**config.mk**
```make
export PLATFORM = sky130hd
export DESIGN_NAME = ps2_scancode_key_tracker
export DESIGN_NICKNAME = d
export VERILOG_FILES = /design/src/hw/rtl/pssk_pkg.sv /design/src/hw/rtl/pssk_ram.sv /design/src/hw/rtl/pssk_front.sv /design/src/hw/rtl/pssk_queue.sv /design/src/hw/rtl/pssk_back.sv /design/src/hw/rtl/ps2_scancode_key_tracker.sv
export SDC_FILE = /design/constraint.sdc
export NUM_CORES = 1
export LEC_CHECK = 0
export BUFFER_PORTS_ARGS = -buffer_cell sky130_fd_sc_hd__buf_2
export CORE_UTILIZATION = 40
export CTS_BUF_LIST = sky130_fd_sc_hd__clkbuf_8 sky130_fd_sc_hd__clkbuf_16
export DETAILED_ROUTE_END_ITERATION = 8
export PLACE_DENSITY_LB_ADDON = 0.08
export SLEW_MARGIN = 20
export SYNTH_ARGS = -nofsm -noshare
export SYNTH_HDL_FRONTEND = slang
export SYNTH_SLANG_ARGS = --single-unit
```
**constraint.sdc**
```tcl
create_clock -name clock -period 3.3 [get_ports clock]
set_input_delay 0.495 -clock clock [delete_from_list [all_inputs] [get_ports clock]]
set_output_delay 0.495 -clock clock [all_outputs]
set_load 0.01 [all_outputs]
```
**src/hw/rtl/pssk_pkg.sv**
```systemverilog
// ----------------------------------------------------------------------------
// pssk_pkg
// Shared types and constants for the PS/2 set-1 scancode key tracker.
// ----------------------------------------------------------------------------
package pssk_pkg;

   localparam int SCAN_W   = 8;
   localparam int CODE_W   = 7;
   localparam int MOD_W    = 8;
   localparam int SPEC_W   = 6;

   localparam int REQ_TDATA_W = 8;
   localparam int REQ_TUSER_W = 1;
   localparam int RSP_TDATA_W = 32;

   // request opcodes (carried in tuser)
   localparam logic OP_SCAN = 1'b0;
   localparam logic OP_POP  = 1'b1;

   localparam logic [SCAN_W-1:0] PREFIX_BYTE   = 8'hE0;
   localparam logic [SCAN_W-1:0] OVERFLOW_CODE = 8'hFF;
   localparam int                RELEASE_BIT   = 7;

   // unprefixed modifier codes
   localparam logic [CODE_W-1:0] KEY_LCTRL  = 7'h1D;
   localparam logic [CODE_W-1:0] KEY_LSHIFT = 7'h2A;
   localparam logic [CODE_W-1:0] KEY_RSHIFT = 7'h36;
   localparam logic [CODE_W-1:0] KEY_LALT   = 7'h38;
   // prefixed codes
   localparam logic [CODE_W-1:0] KEY_LSUPER = 7'h5B;
   localparam logic [CODE_W-1:0] KEY_RSUPER = 7'h5C;
   localparam logic [CODE_W-1:0] KEY_RCTRL  = 7'h1D;
   localparam logic [CODE_W-1:0] KEY_RALT   = 7'h38;
   localparam logic [CODE_W-1:0] KEY_UP     = 7'h48;
   localparam logic [CODE_W-1:0] KEY_RIGHT  = 7'h4D;
   localparam logic [CODE_W-1:0] KEY_DOWN   = 7'h50;
   localparam logic [CODE_W-1:0] KEY_LEFT   = 7'h4B;
   localparam logic [CODE_W-1:0] KEY_PGUP   = 7'h49;
   localparam logic [CODE_W-1:0] KEY_PGDN   = 7'h51;

   typedef enum logic [1:0] {
      KIND_KEY,
      KIND_PREFIX,
      KIND_POP
   } kind_type;

   // classified beat, front -> queue -> back
   typedef struct packed {
      kind_type              kind;
      logic [CODE_W-1:0]     code;
      logic                  down;
      logic [MOD_W-1:0]      mod_mask;
      logic [SPEC_W-1:0]     spec_mask;
      logic                  prefix;     // prefix pending after this beat
   } action_type;

   // result fields held in the back end's output register
   typedef struct packed {
      logic [MOD_W-1:0]      modifier_bits;
      logic [SPEC_W-1:0]     special_bits;
      logic                  overflow_flag;
      logic                  prefix_pending;
      logic                  read_valid;
   } result_type;

endpackage

```
**src/hw/rtl/pssk_ram.sv**
```systemverilog
// ----------------------------------------------------------------------------
// pssk_ram
// Generic single-write, single-read RAM with registered read data.
// ----------------------------------------------------------------------------
module pssk_ram #(
   parameter int WIDTH = 8,
   parameter int DEPTH = 16,
   localparam int AW   = (DEPTH > 1) ? $clog2(DEPTH) : 1
) (
   input  logic                     clock,
   input  logic                     wr_en,
   input  logic [AW-1:0]            wr_addr,
   input  logic [WIDTH-1:0]         wr_data,
   input  logic                     rd_en,
   input  logic [AW-1:0]            rd_addr,
   output logic [WIDTH-1:0]         rd_data
);
   logic [WIDTH-1:0] mem_ff [DEPTH];
   logic [WIDTH-1:0] rd_data_ff;

   always_ff @(posedge clock) begin
      if (wr_en) begin
         mem_ff[wr_addr] <= wr_data;
      end
      if (rd_en) begin
         rd_data_ff <= mem_ff[rd_addr];
      end
   end

   assign rd_data = rd_data_ff;
endmodule

```
**src/hw/rtl/pssk_front.sv**
```systemverilog
// ----------------------------------------------------------------------------
// pssk_front
// Accepts request beats, tracks the E0 prefix and classifies each beat.
// ----------------------------------------------------------------------------
module pssk_front (
   input  logic                          clock,
   input  logic                          reset,
   input  logic                          req_valid,
   input  logic                          req_opcode,
   input  logic [pssk_pkg::SCAN_W-1:0]   req_scan_byte,
   input  logic                          act_ready,
   output logic                          act_valid,
   output pssk_pkg::action_type          act
);
   logic extended_ff;
   logic extended_in;
   logic [pssk_pkg::CODE_W-1:0] code;

   assign code      = req_scan_byte[pssk_pkg::CODE_W-1:0];
   assign act_valid = req_valid;

   always_comb begin
      act           = '0;
      act.kind      = pssk_pkg::KIND_KEY;
      act.code      = code;
      act.down      = ~req_scan_byte[pssk_pkg::RELEASE_BIT];
      act.prefix    = 1'b0;
      if (req_opcode == pssk_pkg::OP_POP) begin
         act.kind   = pssk_pkg::KIND_POP;
         act.prefix = extended_ff;
      end else if (!extended_ff && req_scan_byte == pssk_pkg::PREFIX_BYTE) begin
         act.kind   = pssk_pkg::KIND_PREFIX;
         act.prefix = 1'b1;
      end else if (!extended_ff) begin
         unique case (code)
            pssk_pkg::KEY_LCTRL:  act.mod_mask = 8'h01;
            pssk_pkg::KEY_LSHIFT: act.mod_mask = 8'h02;
            pssk_pkg::KEY_RSHIFT: act.mod_mask = 8'h04;
            pssk_pkg::KEY_LALT:   act.mod_mask = 8'h08;
            default:              act.mod_mask = '0;
         endcase
      end else begin
         // second byte of a prefixed pair; E0 E0 lands here as release of 0x60
         unique case (code)
            pssk_pkg::KEY_LSUPER: act.mod_mask  = 8'h10;
            pssk_pkg::KEY_RSUPER: act.mod_mask  = 8'h20;
            pssk_pkg::KEY_RCTRL:  act.mod_mask  = 8'h40;
            pssk_pkg::KEY_RALT:   act.mod_mask  = 8'h80;
            pssk_pkg::KEY_UP:     act.spec_mask = 6'h01;
            pssk_pkg::KEY_RIGHT:  act.spec_mask = 6'h02;
            pssk_pkg::KEY_DOWN:   act.spec_mask = 6'h04;
            pssk_pkg::KEY_LEFT:   act.spec_mask = 6'h08;
            pssk_pkg::KEY_PGUP:   act.spec_mask = 6'h10;
            pssk_pkg::KEY_PGDN:   act.spec_mask = 6'h20;
            default:              act.mod_mask  = '0;
         endcase
      end
   end

   assign extended_in = (req_valid && act_ready) ? act.prefix : extended_ff;

   always_ff @(posedge clock) begin
      if (reset) begin
         extended_ff <= 1'b0;
      end else begin
         extended_ff <= extended_in;
      end
   end
endmodule

```
**src/hw/rtl/pssk_queue.sv**
```systemverilog
// ----------------------------------------------------------------------------
// pssk_queue
// Two-entry FIFO of classified beats between front and back.
// ----------------------------------------------------------------------------
module pssk_queue (
   input  logic                  clock,
   input  logic                  reset,
   input  logic                  in_valid,
   output logic                  in_ready,
   input  pssk_pkg::action_type  in_data,
   output logic                  out_valid,
   input  logic                  out_ready,
   output pssk_pkg::action_type  out_data
);
   localparam int QUEUE_DEPTH = 2;

   pssk_pkg::action_type entries_ff [QUEUE_DEPTH];
   logic       wr_ptr_ff, wr_ptr_in;
   logic       rd_ptr_ff, rd_ptr_in;
   logic [1:0] count_ff, count_in;
   logic       push, pop;

   assign in_ready  = (count_ff != 2'(QUEUE_DEPTH));
   assign out_valid = (count_ff != 2'd0);
   assign out_data  = entries_ff[rd_ptr_ff];
   assign push      = in_valid && in_ready;
   assign pop       = out_valid && out_ready;

   always_comb begin
      wr_ptr_in = push ? ~wr_ptr_ff : wr_ptr_ff;
      rd_ptr_in = pop  ? ~rd_ptr_ff : rd_ptr_ff;
      count_in  = count_ff;
      if (push && !pop) begin
         count_in = count_ff + 2'd1;
      end else if (pop && !push) begin
         count_in = count_ff - 2'd1;
      end
   end

   always_ff @(posedge clock) begin
      if (reset) begin
         wr_ptr_ff <= 1'b0;
         rd_ptr_ff <= 1'b0;
         count_ff  <= 2'd0;
      end else begin
         wr_ptr_ff <= wr_ptr_in;
         rd_ptr_ff <= rd_ptr_in;
         count_ff  <= count_in;
      end
   end

   always_ff @(posedge clock) begin
      if (push) begin
         entries_ff[wr_ptr_ff] <= in_data;
      end
   end
endmodule

```
**src/hw/rtl/pssk_back.sv**
```systemverilog
// ----------------------------------------------------------------------------
// pssk_back
// Applies classified beats: key map, modifier/special bits, code ring.
// ----------------------------------------------------------------------------
module pssk_back #(
   parameter int RING_DEPTH = 16
) (
   input  logic                          clock,
   input  logic                          reset,
   input  logic                          act_valid,
   output logic                          act_ready,
   input  pssk_pkg::action_type          act,
   input  logic                          res_ready,
   output logic                          res_valid,
   output pssk_pkg::result_type          res,
   output logic [pssk_pkg::SCAN_W-1:0]   res_read_code
);
   localparam int RING_AW = (RING_DEPTH > 1) ? $clog2(RING_DEPTH) : 1;
   localparam logic [RING_AW-1:0] RING_LAST = RING_AW'(RING_DEPTH - 1);

   function automatic logic [RING_AW-1:0] ring_next(input logic [RING_AW-1:0] pos);
      ring_next = (pos == RING_LAST) ? '0 : pos + 1'b1;
   endfunction

   logic                          res_valid_ff, res_valid_in;
   pssk_pkg::result_type          res_ff, res_in;
   logic [RING_AW-1:0]            head_ff, head_in;
   logic [RING_AW-1:0]            tail_ff, tail_in;
   logic [pssk_pkg::MOD_W-1:0]    mod_ff, mod_in;
   logic [pssk_pkg::SPEC_W-1:0]   spec_ff, spec_in;
   logic [127:0]                  pressed_ff, pressed_in;
   logic [RING_AW-1:0]            head_next, tail_next;
   logic                          fire, full;
   logic                          wr_en, rd_en;
   logic [RING_AW-1:0]            wr_addr, rd_addr;
   logic [pssk_pkg::SCAN_W-1:0]   wr_data, rd_data;

   assign act_ready = !res_valid_ff || res_ready;
   assign fire      = act_valid && act_ready;
   assign head_next = ring_next(head_ff);
   assign tail_next = ring_next(tail_ff);
   assign full      = (tail_next == head_ff);

   always_comb begin
      head_in    = head_ff;
      tail_in    = tail_ff;
      mod_in     = mod_ff;
      spec_in    = spec_ff;
      pressed_in = pressed_ff;
      wr_en      = 1'b0;
      wr_addr    = tail_next;
      wr_data    = {1'b0, act.code};
      rd_en      = 1'b0;
      rd_addr    = head_next;
      res_in     = '0;
      if (fire) begin
         case (act.kind)
            pssk_pkg::KIND_KEY: begin
               pressed_in[act.code] = act.down;
               mod_in  = act.down ? (mod_ff | act.mod_mask) : (mod_ff & ~act.mod_mask);
               spec_in = act.down ? (spec_ff | act.spec_mask)
                                  : (spec_ff & ~act.spec_mask);
               wr_en   = 1'b1;
               if (full) begin
                  // ring full: newest entry is overwritten with the marker
                  wr_addr = tail_ff;
                  wr_data = pssk_pkg::OVERFLOW_CODE;
               end else begin
                  tail_in = tail_next;
               end
               res_in.overflow_flag = full;
            end
            pssk_pkg::KIND_POP: begin
               if (head_ff != tail_ff) begin
                  rd_en             = 1'b1;
                  head_in           = head_next;
                  res_in.read_valid = 1'b1;
               end
            end
            default: begin
            end
         endcase
         res_in.modifier_bits  = mod_in;
         res_in.special_bits   = spec_in;
         res_in.prefix_pending = act.prefix;
      end
   end

   assign res_valid_in = fire ? 1'b1 : (res_ready ? 1'b0 : res_valid_ff);

   always_ff @(posedge clock) begin
      if (reset) begin
         res_valid_ff <= 1'b0;
         head_ff      <= '0;
         tail_ff      <= '0;
         mod_ff       <= '0;
         spec_ff      <= '0;
         pressed_ff   <= '0;
      end else begin
         res_valid_ff <= res_valid_in;
         head_ff      <= head_in;
         tail_ff      <= tail_in;
         mod_ff       <= mod_in;
         spec_ff      <= spec_in;
         pressed_ff   <= pressed_in;
      end
   end

   always_ff @(posedge clock) begin
      if (fire) begin
         res_ff <= res_in;
      end
   end

   pssk_ram #(
      .WIDTH (pssk_pkg::SCAN_W),
      .DEPTH (RING_DEPTH)
   ) u_ring (
      .clock   (clock),
      .wr_en   (wr_en),
      .wr_addr (wr_addr),
      .wr_data (wr_data),
      .rd_en   (rd_en),
      .rd_addr (rd_addr),
      .rd_data (rd_data)
   );

   assign res_valid     = res_valid_ff;
   assign res           = res_ff;
   // read data register holds while the result waits, since rd_en needs fire
   assign res_read_code = res_ff.read_valid ? rd_data : '0;
endmodule

```
**src/hw/rtl/ps2_scancode_key_tracker.sv**
```systemverilog
// ----------------------------------------------------------------------------
// ps2_scancode_key_tracker
// PS/2 scancode set 1 key tracker with a buffered code ring.
// ----------------------------------------------------------------------------
// Each request beat either delivers a raw keyboard byte (tuser = 0) or pops
// one buffered key code (tuser = 1); every beat yields exactly one response
// beat carrying the modifier and arrow/page bits as they stand after that
// beat, the overflow flag, whether an E0 prefix is pending, and the popped
// code with its valid bit. While rsp_tready is not held low, the block
// sustains one beat per clock cycle in both directions: the front end
// classifies a byte in the cycle it is taken, a two-entry queue decouples
// it from the back end, and the back end does at most one ring push or pop
// per cycle into its output register. An accepted request beat is written
// into the queue, and its response is registered in the back end's output
// register when the beat leaves the queue. The ring of RING_DEPTH entries
// holds RING_DEPTH-1 codes; it sits in a RAM with registered read and
// needs no clearing after reset, so the block takes beats from the first
// cycle after reset is released. A byte that finds the ring full overwrites
// the newest entry with 0xFF and raises overflow_flag.
// ----------------------------------------------------------------------------
module ps2_scancode_key_tracker #(
   parameter int RING_DEPTH = 16
) (
   input  logic                              clock,
   input  logic                              reset,
   // request channel
   input  logic                              req_tvalid,
   output logic                              req_tready,
   input  logic [pssk_pkg::REQ_TDATA_W-1:0]  req_tdata,  // [7:0] scan_byte
   input  logic [pssk_pkg::REQ_TUSER_W-1:0]  req_tuser,  // [0] opcode
   // response channel
   output logic                              rsp_tvalid,
   input  logic                              rsp_tready,
   output logic [pssk_pkg::RSP_TDATA_W-1:0]  rsp_tdata   // [7:0] modifier_bits,
                                                         // [13:8] special_bits,
                                                         // [14] overflow_flag,
                                                         // [15] prefix_pending,
                                                         // [23:16] read_code,
                                                         // [24] read_valid,
                                                         // [31:25] zero
);
   pssk_pkg::action_type           front_act, queue_act;
   logic                           front_valid, front_ready;
   logic                           queue_valid, back_ready;
   pssk_pkg::result_type           res;
   logic [pssk_pkg::SCAN_W-1:0]    res_read_code;

   // front end: prefix tracking and key classification
   pssk_front u_front (
      .clock         (clock),
      .reset         (reset),
      .req_valid     (req_tvalid),
      .req_opcode    (req_tuser[0]),
      .req_scan_byte (req_tdata[pssk_pkg::SCAN_W-1:0]),
      .act_ready     (front_ready),
      .act_valid     (front_valid),
      .act           (front_act)
   );

   assign req_tready = front_ready;

   // decoupling queue
   pssk_queue u_queue (
      .clock     (clock),
      .reset     (reset),
      .in_valid  (front_valid),
      .in_ready  (front_ready),
      .in_data   (front_act),
      .out_valid (queue_valid),
      .out_ready (back_ready),
      .out_data  (queue_act)
   );

   // back end: state update, ring, output register
   pssk_back #(
      .RING_DEPTH (RING_DEPTH)
   ) u_back (
      .clock         (clock),
      .reset         (reset),
      .act_valid     (queue_valid),
      .act_ready     (back_ready),
      .act           (queue_act),
      .res_ready     (rsp_tready),
      .res_valid     (rsp_tvalid),
      .res           (res),
      .res_read_code (res_read_code)
   );

   assign rsp_tdata = {7'd0, res.read_valid, res_read_code, res.prefix_pending,
                       res.overflow_flag, res.special_bits, res.modifier_bits};
endmodule

```
==> out/qor.txt <==
status = completed
reg2reg end = u_back.u_ring.mem_ff[3][1]
Worst Skew = 0.01093 ns
Ys Warns = 0
endpoints failing setup = 0
CP delay by family, top = simple AND/OR/NAND/NOR gates
CP Data Required Time = 3.45 ns
TritonCTS buffer count = 25
via count = 5812
FILL cells = 2174
design area = 11390 um2
stages on the worst setup path = 7
RSZ-0062 raised after global routing = no
Hold EP = u_queue.entries_ff[1][22]
most common cell after layout, fill and taps aside = edfxtp_1
total power divided by cell area = 720.4 nW/um2
Max H-tree Level = 1
Hold WS = 0.2068 ns
GP Congestion = 0.8552
drt first pass iters = 4
initial antenna violation count = 0
CP cell instances = ha_1 -> a31oi_1 -> xnor2_1 -> nand2_1 -> o211a_1 -> or2_4 -> nor2_1
post-CTS setup buffer count = 0
synthesized instance count = 716
synthesized area = 9925 um2
post_cts resized = 0
vias in the first global route = 6014
Site Rows = 57
CTS tree = built
area leader, netlist = edfxtp_1
maxcap violations = 0
crit path launch type = register
CTS root buffer = clkbuf_16
clock slew seen by the registers of the worst setup and hold paths = 0.06 ns
clock sink count = 232
sequential area share after synthesis = 67.27%
ys flop type = edfxtp_1
clock buffer depth = 3
CP endpoint kind = register
DRT Wirelength = 22130 um
All-Layer GR Usage = 17.90%
FF-to-FF setup slack = 0.50 ns
Netlist cell types = 61
Setup TNS = 0 ns
period utilisation layout = 84.98%
share of post-route cells with drive strength above 1 = 19.04%
synth-to-layout area growth = 14.74%
Rel. slew slack = 37.45%
crit-path max FO = 8
largest net degree at the start of global routing = 48
Slowest-stage cell, CP = nor2_1
Hold Violations, Final = 0
DIE HEIGHT = 159.5 um
critical setup path kind = reg2reg
Critical path buffers and inverters = 0
DRT iter0 DRCs = 312
clk_lat worst skew = 0.52 ns
width of the die = 159.5 um
gr ovfl total = 0
Routed WL per cell = 19.79 um
post-DR vias/cell = 5.199
Total Power = 8.203 mW
first-pass GRT wire length = 35150 um
hold_sp = req_tdata[6]
reg-to-reg critical path startpoint = u_back.tail_ff[0]
worst hold stages = 1
post-route ant nets = 0
Hold Crit Class = in2reg
Starting Density = 40.81%
Max Clock Freq = 0.3566 GHz
hold_buf cts = 0
worst-case reg-to-reg path depth = 7
multi-input logic area = 3010 um2
area taken by flip-flops and latches = 6676 um2
HPWL after DPL = 14970 um
area of the core = 24320 um2
top-area cell type share of the netlist area = 61.42%
Worst Path Arrival = 2.95 ns
Synth async-reset ratio = 0%
DRC viols = 0
Synth area leaders = edfxtp_1 (61%), dfxtp_1 (5.8%), mux2i_1 (4.3%)
Die Area = 25450 um2
Syn Area/Cell = 13.86 um2
max-slew violation count = 0
post-layout min period = 2.804 ns
leakage dissipation = 3.999 nW
nets = 791
#FFs+latches synth = 232
max incr delay on CP = 0.52 ns
Post-synth EDFFs = 203
Placed Area = 10590 um2
slew at the pin closest to its max-slew limit = 0.9383 ns
Peak supply drop = 0.0003826 V
# IOs = 47
count of input and output buffers = 39
most frequent cells in the layout = edfxtp_1 (203), nand2_1 (81), nor2_1 (50), mux2i_1 (43)
==> logic make-up (layout without fill, tap and decap cells) <==
group,count (synthesis),count (layout),synth area share (%)
buf+inv,56,127,2.811
compound gates,110,110,7.388
flops,232,232,67.27
other cells,1,8,0.03779
mux,72,72,9.140
fa+ha+maj,3,3,0.3783
xor+xnor,19,19,2.080
simple gates,223,223,10.89
==> per-stage QoR <==
step | utilization (%) | instances | setup WS, ns
floorplan | - | 722 | 0.4369
global placement | 43.56 | 1072 | 0.5438
detailed placement | 43.56 | 1072 | 0.5103
CTS | 46.81 | 1117 | 0.4729
global route | 46.81 | 1117 | 0.2328
finish | 46.82 | 1118 | 0.4955
==> cell type report <==
cell class              count  area share [%]
flip-flops and latches    232           58.63
repair buffers             71           4.044
well taps                 324           3.560
clock inverters            18           1.209
multi-input cells         434           26.44
clock buffers              27           5.736
diodes                      1         0.02198
inverters                  11          0.3626
==> where the power goes <==
group / internal [mW] / switching [mW]
sequential: 3.70 / 0.107
clock: 1.58 / 1.09
combinational: 0.589 / 1.14
total: 5.87 / 2.34
==> synth_stat cells, types with 11 or more instances <==
cell type and instances:
buf_4 12, mux2_2 16, edfxtp_1 203, nand2_1 81
a31oi_1 15, buf_2 18, a21oi_1 39, nor2_1 51
clkbuf_1 11, a211oi_1 30, mux2i_1 43, and2_1 17
mux4_2 12, nor3_1 14, dfxtp_1 29, nor2b_1 19
==> worst max path at each step <==
stage	to	from	slack [ns]
finish	u_back.u_ring.mem_ff[3][1]	u_back.tail_ff[0]	0.50
floorplan	u_back.u_ring.mem_ff[1][0]	u_back.tail_ff[0]	0.44
detailed placement	u_back.u_ring.mem_ff[3][0]	u_back.tail_ff[0]	0.51
global placement	u_back.u_ring.rd_data[7]	u_back.head_ff[1]	0.54
global route	u_back.u_ring.mem_ff[3][0]	u_back.tail_ff[0]	0.23
CTS	u_back.u_ring.mem_ff[3][3]	u_back.tail_ff[0]	0.47
==> sequential cells by signal, summed over array words and instances, names as in the netlist, 2 cells and up, named ones only <==
register and cells:
u_queue.entries_ff 50, u_back.mod_ff 8, u_back.u_ring.mem_ff 128, u_back.u_ring.rd_data 8, u_back.spec_ff 6, u_queue.count_ff 2
u_back.tail_ff 4, u_back.head_ff 4, u_back.res 17
==> routing by layer <==
layer | global-route usage, % | vias up | routed length, um
li1 | - | 2795 | -
met4 | 4.808 | 0 | 469
met2 | 31.16 | 112 | 11120
met1 | 23.46 | 2875 | 9761
met3 | 2.370 | 30 | 779
met5 | 0 | - | 0
==> worst register-to-register path, cell delays in order, from the launching register on <==
cell and delay, ns:
dfxtp_1 0.31, ha_1 0.32, a31oi_1 0.41, xnor2_1 0.22
nand2_1 0.14, o211a_1 0.26, or2_4 0.26, nor2_1 0.52
(Power assumes the default switching activity.)
